## config.mk

```make
export PLATFORM = sky130hd
export DESIGN_NAME = wear_level_slot_tracker
export DESIGN_NICKNAME = d
export VERILOG_FILES = /design/src/design/wlst_pkg.sv /design/src/design/wlst_ctrl.sv /design/src/design/wlst_dp.sv /design/src/design/wear_level_slot_tracker.sv
export SDC_FILE = /design/constraint.sdc
export NUM_CORES = 1
export LEC_CHECK = 0
export BUFFER_PORTS_ARGS = -buffer_cell sky130_fd_sc_hd__buf_2
export CAP_MARGIN = 25
export CORE_UTILIZATION = 60
export CTS_CLUSTER_SIZE = 12
export DETAILED_ROUTE_END_ITERATION = 6
export PLACE_DENSITY = 0.78
export SLEW_MARGIN = 20
export SYNTH_ARGS = -nofsm -noshare
export SYNTH_HDL_FRONTEND = slang
export SYNTH_HIERARCHICAL = 1
export SYNTH_SLANG_ARGS = --single-unit
```

## constraint.sdc

```tcl
create_clock -name i_clk -period 6.4 [get_ports i_clk]
set_input_delay 0.96 -clock i_clk [delete_from_list [all_inputs] [get_ports i_clk]]
set_output_delay 0.96 -clock i_clk [all_outputs]
set_load 0.01 [all_outputs]
```

## src/design/wlst_pkg.sv

```systemverilog
// Package for the wear-level slot tracker.
// Holds the payload structs, command codes, controller states and the
// controller/datapath interface structs. No dependencies.
package wlst_pkg;

    localparam int NUM_SLOTS = 16;
    localparam int IDX_W     = $clog2(NUM_SLOTS);
    localparam int CNT_W     = 32;
    localparam int SLOT_W    = 8;
    localparam int CFG_W     = 5;
    localparam int CMD_W     = 2;

    localparam logic [CMD_W-1:0] CMD_QUERY = 2'd0;
    localparam logic [CMD_W-1:0] CMD_MARK  = 2'd1;
    localparam logic [CMD_W-1:0] CMD_LOAD  = 2'd2;

    localparam logic [CFG_W-1:0] SLOTS_RESET = CFG_W'(NUM_SLOTS);

    typedef struct packed {
        logic [CMD_W-1:0]  command;
        logic [SLOT_W-1:0] slot;
        logic [CNT_W-1:0]  count_value;
    } t_in;

    typedef struct packed {
        logic [3:0]       least_worn_slot;
        logic [CNT_W-1:0] spread;
        logic             slot_accepted;
    } t_out;

    typedef enum logic [2:0] {
        ST_IDLE,
        ST_UPDATE,
        ST_SCAN,
        ST_DONE
    } t_state;

    typedef struct packed {
        logic capture;
        logic update;
        logic scan_step;
        logic load_out;
    } t_dp_cmd;

    typedef struct packed {
        logic n_zero;
        logic scan_last;
        logic out_free;
    } t_dp_sts;

endpackage

```

## src/design/wlst_ctrl.sv

```systemverilog
// Controller for the wear-level slot tracker.
// Sequences capture, update, scan and result load. Uses wlst_pkg.
module wlst_ctrl (
    input  logic             i_clk,
    input  logic             i_rst_n,
    input  logic             i_in_valid,
    input  wlst_pkg::t_dp_sts i_sts,
    output wlst_pkg::t_dp_cmd o_cmd,
    output logic             o_busy
);

    wlst_pkg::t_state r_state;
    wlst_pkg::t_state n_state;

    always_ff @(posedge i_clk) begin
        if (!i_rst_n) begin
            r_state <= wlst_pkg::ST_IDLE;
        end else begin
            r_state <= n_state;
        end
    end

    always_comb begin
        n_state = r_state;
        case (r_state)
            wlst_pkg::ST_IDLE: begin
                if (i_in_valid) begin
                    n_state = wlst_pkg::ST_UPDATE;
                end
            end
            wlst_pkg::ST_UPDATE: begin
                n_state = i_sts.n_zero ? wlst_pkg::ST_DONE : wlst_pkg::ST_SCAN;
            end
            wlst_pkg::ST_SCAN: begin
                if (i_sts.scan_last) begin
                    n_state = wlst_pkg::ST_DONE;
                end
            end
            wlst_pkg::ST_DONE: begin
                if (i_sts.out_free) begin
                    n_state = wlst_pkg::ST_IDLE;
                end
            end
            default: n_state = wlst_pkg::ST_IDLE;
        endcase
    end

    always_comb begin
        o_cmd  = '0;
        o_busy = 1'b1;
        case (r_state)
            wlst_pkg::ST_IDLE: begin
                o_busy        = 1'b0;
                o_cmd.capture = i_in_valid;
            end
            wlst_pkg::ST_UPDATE: begin
                o_cmd.update = 1'b1;
            end
            wlst_pkg::ST_SCAN: begin
                o_cmd.scan_step = 1'b1;
            end
            wlst_pkg::ST_DONE: begin
                o_cmd.load_out = i_sts.out_free;
            end
            default: o_busy = 1'b1;
        endcase
    end

endmodule

```

## src/design/wlst_dp.sv

```systemverilog
// Datapath for the wear-level slot tracker.
// Holds the count table, slot register, scan registers and result register.
// Uses wlst_pkg.
module wlst_dp (
    input  logic                             i_clk,
    input  logic                             i_rst_n,
    input  wlst_pkg::t_dp_cmd                i_cmd,
    output wlst_pkg::t_dp_sts                o_sts,
    input  wlst_pkg::t_in                    i_in_data,
    input  logic                             i_cfg_we,
    input  logic [wlst_pkg::CFG_W-1:0]       i_cfg_wdata,
    input  logic                             i_out_stall,
    output logic                             o_out_valid,
    output wlst_pkg::t_out                   o_out_data
);

    logic [wlst_pkg::CNT_W-1:0] r_counts [wlst_pkg::NUM_SLOTS];
    logic [wlst_pkg::CFG_W-1:0] r_slots;
    wlst_pkg::t_in              r_item;
    logic [wlst_pkg::IDX_W-1:0] r_idx;
    logic [wlst_pkg::IDX_W-1:0] r_best;
    logic [wlst_pkg::CNT_W-1:0] r_lo;
    logic [wlst_pkg::CNT_W-1:0] r_hi;
    logic                       r_acc;
    logic                       r_out_valid;
    wlst_pkg::t_out             r_out;

    logic [wlst_pkg::CFG_W-1:0] n_active;
    logic [wlst_pkg::IDX_W-1:0] rd_addr;
    logic [wlst_pkg::CNT_W-1:0] rd_data;
    logic [wlst_pkg::CNT_W-1:0] n_count;
    logic                       apply;

    assign n_active = (r_slots > wlst_pkg::SLOTS_RESET) ? wlst_pkg::SLOTS_RESET : r_slots;
    assign rd_addr  = i_cmd.scan_step ? r_idx : r_item.slot[wlst_pkg::IDX_W-1:0];
    assign rd_data  = r_counts[rd_addr];
    assign apply    = ((r_item.command == wlst_pkg::CMD_MARK)
                       || (r_item.command == wlst_pkg::CMD_LOAD))
                      && (r_item.slot < wlst_pkg::SLOT_W'(n_active));

    always_comb begin
        if (r_item.command == wlst_pkg::CMD_LOAD) begin
            n_count = r_item.count_value;
        end else if (rd_data == '1) begin
            n_count = rd_data;
        end else begin
            n_count = rd_data + wlst_pkg::CNT_W'(1);
        end
    end

    assign o_sts.n_zero    = (n_active == '0);
    assign o_sts.scan_last = (wlst_pkg::CFG_W'(r_idx) == n_active - wlst_pkg::CFG_W'(1));
    assign o_sts.out_free  = !r_out_valid || !i_out_stall;

    always_ff @(posedge i_clk) begin
        if (!i_rst_n) begin
            r_slots <= wlst_pkg::SLOTS_RESET;
        end else if (i_cfg_we) begin
            r_slots <= i_cfg_wdata;
        end
    end

    always_ff @(posedge i_clk) begin
        if (!i_rst_n) begin
            for (int k = 0; k < wlst_pkg::NUM_SLOTS; k++) begin
                r_counts[k] <= '0;
            end
        end else if (i_cmd.update && apply) begin
            r_counts[rd_addr] <= n_count;
        end
    end

    always_ff @(posedge i_clk) begin
        if (i_cmd.capture) begin
            r_item <= i_in_data;
        end
        if (i_cmd.update) begin
            r_acc  <= apply;
            r_idx  <= '0;
            r_best <= '0;
            r_lo   <= '0;
            r_hi   <= '0;
        end else if (i_cmd.scan_step) begin
            r_idx <= r_idx + wlst_pkg::IDX_W'(1);
            if (r_idx == '0) begin
                r_lo <= rd_data;
                r_hi <= rd_data;
            end else begin
                if (rd_data < r_lo) begin
                    r_lo   <= rd_data;
                    r_best <= r_idx;
                end
                if (rd_data > r_hi) begin
                    r_hi <= rd_data;
                end
            end
        end
        if (i_cmd.load_out) begin
            r_out.least_worn_slot <= 4'(r_best);
            r_out.spread          <= r_hi - r_lo;
            r_out.slot_accepted   <= r_acc;
        end
    end

    always_ff @(posedge i_clk) begin
        if (!i_rst_n) begin
            r_out_valid <= 1'b0;
        end else if (i_cmd.load_out) begin
            r_out_valid <= 1'b1;
        end else if (!i_out_stall) begin
            r_out_valid <= 1'b0;
        end
    end

    assign o_out_valid = r_out_valid;
    assign o_out_data  = r_out;

endmodule

```

## src/design/wear_level_slot_tracker.sv

```systemverilog
// Top level of the wear-level slot tracker.
// Joins wlst_ctrl and wlst_dp. Uses wlst_pkg.
//
//   channel  direction  handshake                 payload
//   in       input      i_in_valid / o_in_stall   i_in_data  (t_in)
//   out      output     o_out_valid / i_out_stall o_out_data (t_out)
//   cfg      input      i_cfg_we                  i_cfg_wdata (slots_in_use)
//
// From input transfer to result transfer, an item passes a table update, a scan of each
// active slot through the single table read port (skipped with no active slot), a result
// load and the output register. The next input is taken at the earliest on the same edge
// as the earliest result transfer.
// Reset is synchronous; it clears the table and sets 16 slots in use.
// A result waits in the output register while the next item is accepted; the
// result load holds while that register is still stalled.
module wear_level_slot_tracker (
    input  logic                       i_clk,
    input  logic                       i_rst_n,
    input  logic                       i_in_valid,
    output logic                       o_in_stall,
    input  wlst_pkg::t_in              i_in_data,
    output logic                       o_out_valid,
    input  logic                       i_out_stall,
    output wlst_pkg::t_out             o_out_data,
    input  logic                       i_cfg_we,
    input  logic [wlst_pkg::CFG_W-1:0] i_cfg_wdata
);

    wlst_pkg::t_dp_cmd dp_cmd;
    wlst_pkg::t_dp_sts dp_sts;

    wlst_ctrl u_ctrl (
        .i_clk      (i_clk),
        .i_rst_n    (i_rst_n),
        .i_in_valid (i_in_valid),
        .i_sts      (dp_sts),
        .o_cmd      (dp_cmd),
        .o_busy     (o_in_stall)
    );

    wlst_dp u_dp (
        .i_clk       (i_clk),
        .i_rst_n     (i_rst_n),
        .i_cmd       (dp_cmd),
        .o_sts       (dp_sts),
        .i_in_data   (i_in_data),
        .i_cfg_we    (i_cfg_we),
        .i_cfg_wdata (i_cfg_wdata),
        .i_out_stall (i_out_stall),
        .o_out_valid (o_out_valid),
        .o_out_data  (o_out_data)
    );

endmodule

```

[After elaboration in Yosys (flattened, before gate mapping)]
Memory sizes are Yosys's and may differ from the RTL's.
Index checks and enable logic that the tools add are counted.
Cells by class
  add/sub/neg operators: 4
  reductions and logical operators: 16
  eq/ne operators: 11
  $lt $le $gt $ge: 4
  mux-type cells: 27
  bitwise operators: 1
Operators with widths (count)
  32-bit 2-to-1 mux: 7
  32-bit by 1-bit adder with 32-bit output, second input constant: 1
  32-bit == test, second input constant: 1
  32-bit > comparator: 1
  32-bit less-than comparator: 1
  32-bit OR reduction: 1
  32-bit subtractor: 1
  1-bit 2-to-1 mux: 13
  3-bit case mux with 4 select lines: 1
  3-bit 2-to-1 mux: 3
  8-bit by 5-bit less-than comparator with 1-bit output: 1
  4-bit 2-to-1 mux: 2
  3-bit by 2-bit == test with 1-bit output, second input constant: 2
  3-bit AND reduction: 2
  4-bit by 5-bit == test with 1-bit output: 1
  5-bit > comparator, second input constant: 1
  5-bit zero test: 1
  5-bit 2-to-1 mux: 1
  5-bit by 1-bit subtractor with 5-bit output, second input constant: 1
  4-bit by 1-bit adder with 4-bit output, second input constant: 1
  4-bit zero test: 1
  2-bit by 1-bit inequality test with 1-bit output, second input constant: 2
  2-bit inequality test, second input constant: 2
  2-bit AND reduction: 2
  9 further kinds: 13
Word-level totals
  bits of input ports: 52
  logic and storage cells: 78
  output and inout bits: 39
  register bits: 161
  memories: 1
  memory bits (writable): 512
Memory list
  u_dp.r_counts: words 16, width 32, read ports 1, clocked after Yosys merged registers in 0, wr ports 16, line wlst_dp.sv:17  | logic [wlst_pkg::CNT_W-1:0] r_counts [wlst_pkg::NUM_SLOTS];

[Longest topological paths before layout]
  depth after elaboration: 10
  gate-level depth with buffers: 23
  gate-level depth less buffers: 17

[By module]
Netlist, hierarchy kept.
Modules (own cells, without submodules)
  wlst_dp: area each 33244.4 um^2, instances 1, cells each 2722, sequential area each 19338.5 um^2
  wlst_ctrl: area each 181.4 um^2, instances 1, cells each 21, sequential area each 40.0 um^2

[Worst setup path before layout]
Ideal clock, no wire load.
  kind: reg2reg
  start: register u_ctrl.r_state[0]
  end: register u_dp/r_lo[10] (netlist name)
  arrival time: 4.675 ns
  buffers on the path: 5
  cell stages (with the launch flop): 21
  required time: 6.272 ns
  clock period less this slack: 4.802 ns
  slack: 1.598 ns
  setup time: 0.128 ns
  cells stage by stage: dfxtp_1 inv_1 ha_1 buf_6 buf_4 nor3b_2 clkbuf_1 buf_1 o21bai_1 a41oi_1 nor4_4 ha_1 nand3_1 nor4_1 o211ai_1 a311oi_1 nor3_1 a31oi_1 clkbuf_1 mux2i_1 nor2_1
RTL lines
  from (decl): line wlst_ctrl.sv:12  | wlst_pkg::t_state r_state;
  from (signal assigned): line wlst_ctrl.sv:17  | r_state <= wlst_pkg::ST_IDLE;
  from (signal assigned): line wlst_ctrl.sv:19  | r_state <= n_state;
  to (signal assigned): line wlst_dp.sv:86  | r_lo <= rd_data;
  to (signal assigned): line wlst_dp.sv:90  | r_lo <= rd_data;
  to (decl): line wlst_dp.sv:22  | logic [wlst_pkg::CNT_W-1:0] r_lo;

==> summary.md <==
| Metric | Value |
|---|---|
| Sw Ratio | `about two fifths` |
| Post-Synth Simple-Gate Area | `13.9%` |
| Post-Route WL | `about 98000 um` |
| Worst-margin pin slew | `1.15 ns` |
| DR vias/cell | `between 6 and 7` |
| Area growth, synth to finish | `11.6%` |
| Initial antenna violation count | `0` |
| RSZ-0062 raised after global routing | `no` |
| Clk_lat worst skew | `0.62 ns` |
| Synth area leaders | `edfxtp_1 53%, nor2_1 6.7%, o21bai_1 5.1%` |
| Gr ovfl total | `0` |
| DR vias | `24100` |
| FF+latch count, synth | `around 670` |
| Post-synth EDFFs | `slightly below 600` |
| Endpoints failing setup | `0` |
| Area share of fa/ha/maj cells after synthesis | `4.10%` |
| RePlAce Congestion | `0.924` |
| First-pass GRT wire length | `145000 um` |
| Pin count of the biggest net entering global routing | `84` |
| IO Pins | `91` |
| Crit path DAT | `6.54 ns` |
| Largest family of logic cells by synthesized area | `simple AND/OR/NAND/NOR gates` |
| Outcome | `finished clean` |
| Post-DRT Antenna Nets | `0` |
| Worst slew margin | `23.3%` |
| Setup_tns | `0 ns` |
| Sequential fraction of design power | `31.2%` |
| First-pass iteration count of the detailed router | `6` |
| Layout cells sized above 1 | `between 10% and 20%` |
| IR drop worst, VDD | `0.292 mV` |
| Sequential fraction of the synthesis area | `58.0%` |
| Core Footprint | `between 50000 and 60000 um^2` |
| Clock Power Share | `22.0%` |
| Port Buf Inserts | `90` |
| Hold Path End | `u_dp/o_out_data[0]$_DFFE_PP_` |
| Num rows | `86` |
| Fin cells | `roughly 3600` |
| Die ar. | `between 50000 and 60000 um^2` |
| Max-cap viol count | `0` |
| Iteration-0 DRC Markers | `3507` |
| Synth async-reset ratio | `0%` |
| Worst r2r dst | `u_dp/r_counts[14][5]$_SDFFCE_PN0P_` |
| Reg2reg path depth | `15` |
| CTS root buffer | `clkbuf_16` |
| Internal cell power | `around 0.010 W` |
| Net Sw Power | `0.00701 W` |
| Synth Area in Compound Gates | `11.7%` |
| Cells after Synth | `about 2700` |
| CTS tree | `yes` |
| Critical path data required time | `6.73 ns` |
| Hold path depth | `0` |
| Num CTS Buffers | `71` |
| CTS Buffer Depth | `3` |
| Cts repair resizes | `0` |
| Chip Height | `238 um` |
| Aggregate global-route resource usage | `a little over a third` |
| Max Slew Vio Count | `0` |
| Initial Utilization | `60.7%` |
| Placed cells | `3520` |
| Layout Nets | `3009` |
| Yosys warning total | `6` |
| Hold_sp | `u_dp/r_acc$_DFFE_PP_` |
| Worst reg2reg startpoint | `u_ctrl/r_state[0]$_SDFFE_PN0P_` |
| Post-DP HPWL | `roughly 59000 um` |
| Crit start category | `flip-flop` |
| Peak Freq | `161 MHz` |
| Syn Nets | `around 2900` |
| Hold_buf cts | `0` |
| Critical path type | `reg2reg` |
| Final Hold Viols | `0` |
| Mapped Area | `33400 um^2` |
| Portion of netlist area occupied by mux cells | `7.01%` |
| Cell variety after synth | `84` |
| Synth top area share | `a little over half` |
| Worst Setup End Kind | `flip-flop` |
| Lkg Pwr | `14.5 nW` |
| CP max FO | `29` |
| Synth area leader | `edfxtp_1` |
| Synth Area per Inst | `between 10 and 15 um^2` |
| Most used DFF post-synth | `edfxtp_1` |
| H-Tree Depth | `3` |
| Reg2Reg Setup Slack | `approximately 0.18 ns` |
| XOR/XNOR Fraction of Synth Area | `1.18%` |
| Max Clock Skew | `about 0.020 ns` |
| Tmin final | `6.22 ns` |
| Post-CTS setup buffers | `0` |
| Worst Hold Class | `reg2reg` |
| Die X | `238 um` |
| Vias in the first global route | `24100` |
| Crit share post-route | `97.2%` |
| Logic pwr share | `46.8%` |
| Power per cell area | `468 nW/um^2` |
| Clock slew seen by the registers of the worst setup and hold paths | `0.06 ns` |
| Post-detailed-route wirelength per cell | `26.8 um` |
| CTS Sinks | `672` |
| Drt drc | `0` |
==> area by class of cell <==
cell class / instances / area [um^2]
repair buffers: 233 / 1750
flip-flops and latches: 672 / 19400
fillers: 3900 / 17800
inverters: 94 / 353
clock buffers: 97 / 1930
multi-input cells: 1776 / 12800
diodes: 1 / 2.50
well taps: 748 / 936
clock inverters: 25 / 174
==> sequential cells by signal (all words and copies together) (netlist names) <==
| signal | cells |
|---|---|
| u_dp/r_counts | 512 |
| u_dp/r_item | 42 |
| u_dp/o_out_data | 37 |
| u_dp/r_hi | 32 |
| u_dp/r_lo | 32 |
| u_dp/r_slots | 5 |
| u_dp/r_best | 4 |
| u_dp/r_idx | 4 |
| u_ctrl/r_state | 2 |
| u_dp/o_out_valid | 1 |
| u_dp/r_acc | 1 |
==> power by group through the flow <==
stage	Sequential, W	Combinational, W	Clock, W
after floorplan	0.00547	0.00546	0
after global placement	0.00553	0.00770	0
after detailed placement	0.00554	0.00789	0
after CTS	0.00545	0.00797	0.00387
after global routing	0.00548	0.00873	0.00403
final	0.00546	0.00818	0.00384
==> how the worst max path moves through the flow <==
stage,end,startpoint
2_1_floorplan,u_dp/r_lo[10]$_SDFFE_PP0P_,u_ctrl/r_state[0]$_SDFFE_PN0P_
3_3_place_gp,u_dp/r_counts[1][5]$_SDFFCE_PN0P_,u_ctrl/r_state[0]$_SDFFE_PN0P_
3_5_place_dp,u_dp/r_counts[14][5]$_SDFFCE_PN0P_,u_ctrl/r_state[0]$_SDFFE_PN0P_
4_1_cts,u_dp/r_counts[12][5]$_SDFFCE_PN0P_,u_ctrl/r_state[0]$_SDFFE_PN0P_
5_1_grt,u_dp/r_lo[12]$_SDFFE_PP0P_,u_ctrl/r_state[0]$_SDFFE_PN0P_
6_report,u_dp/r_counts[14][5]$_SDFFCE_PN0P_,u_ctrl/r_state[0]$_SDFFE_PN0P_
==> metrics by stage <==
step | cell area (um^2) | utilization [%] | worst slack (ns) | total power [W] | hold slack [ns]
global route | 37300 | 67.7 | 0.00880 | 0.0182 | 0.434
detailed placement | 35200 | 63.8 | 0.488 | 0.0134 | 0.416
finish | 37300 | 67.7 | 0.181 | 0.0175 | 0.423
global placement | 35100 | 63.7 | 0.630 | 0.0132 | 0.416
CTS | 37300 | 67.6 | 0.413 | 0.0173 | 0.427
floorplan | 33400 | - | 1.60 | 0.0109 | 0.400
==> cells by family (layout without fill, tap and decap cells) <==
| group | Yosys count | after routing |
|---|---|---|
| multiplexers | 146 | 146 |
| XOR/XNOR | 45 | 45 |
| other | 0 | 1 |
| flip-flops | 672 | 672 |
| AO/OA/AOI/OAI | 527 | 527 |
| buffers and inverters | 295 | 449 |
| AND/OR/NAND/NOR | 949 | 949 |
| adder cells (fa/ha/maj) | 109 | 109 |
==> metal layers <==
layer / vias up / part of all wire, % / track usage, %
met5: - / 0 / 0
met4: 0 / 5.2 / 16.1
met3: 371 / 12 / 7.72
met2: 1789 / 46 / 55.8
met1: 11700 / 36 / 45.1
li1: 10200 / - / -
==> synth_stat cells (19+ instances only) <==
cell      instances
ha_1            108
o21a_1           24
nor2_1          596
mux4_2           55
o21bai_1        229
dfxtp_1          80
nand3_1          31
nor2_2           48
buf_6            20
clkbuf_1        118
o21ai_0          45
a21o_1           32
nor4_2           19
nand2_1          75
a21oi_1          59
mux2i_1          72
edfxtp_1        592
a41oi_1          57
xnor2_1          29
buf_2            43
nand2b_1         24
inv_1            93
==> cell usage in the layout, fill, tap and decap left out, types with 15 or more instances in the layout <==
master       n
a21o_1      32
a21oi_1     59
a41oi_1     57
buf_12      16
buf_2       90
buf_4      124
clkbuf_1    23
clkbuf_16   73
dfxtp_1     80
edfxtp_1   592
ha_1       106
inv_1       93
mux2i_1     72
mux4_2      55
nand2_1     69
nand2b_1    24
nand3_1     29
nand3b_1    18
nand4_1     15
nor2_1     594
nor2_2      50
nor2b_1     16
nor3_1      15
nor4_2      19
o21a_1      24
o21ai_0     45
o21bai_1   229
xnor2_1     29
xor2_1      16
==> critical path, stage by stage, from the launching register on <==
cell and delay, ns:
dfxtp_1 0.34, inv_1 0.09, ha_1 0.80, and3b_2 0.59, buf_12 0.33, o21a_1 0.19, o41ai_1 0.43, and4_1 0.48
inv_1 0.25, ha_1 0.38, and3_1 0.20, and4_1 0.29, and2_1 0.30, and2_1 0.19, and4b_1 0.90, nor2_1 0.10
Power figures use the tool's default switching activity.
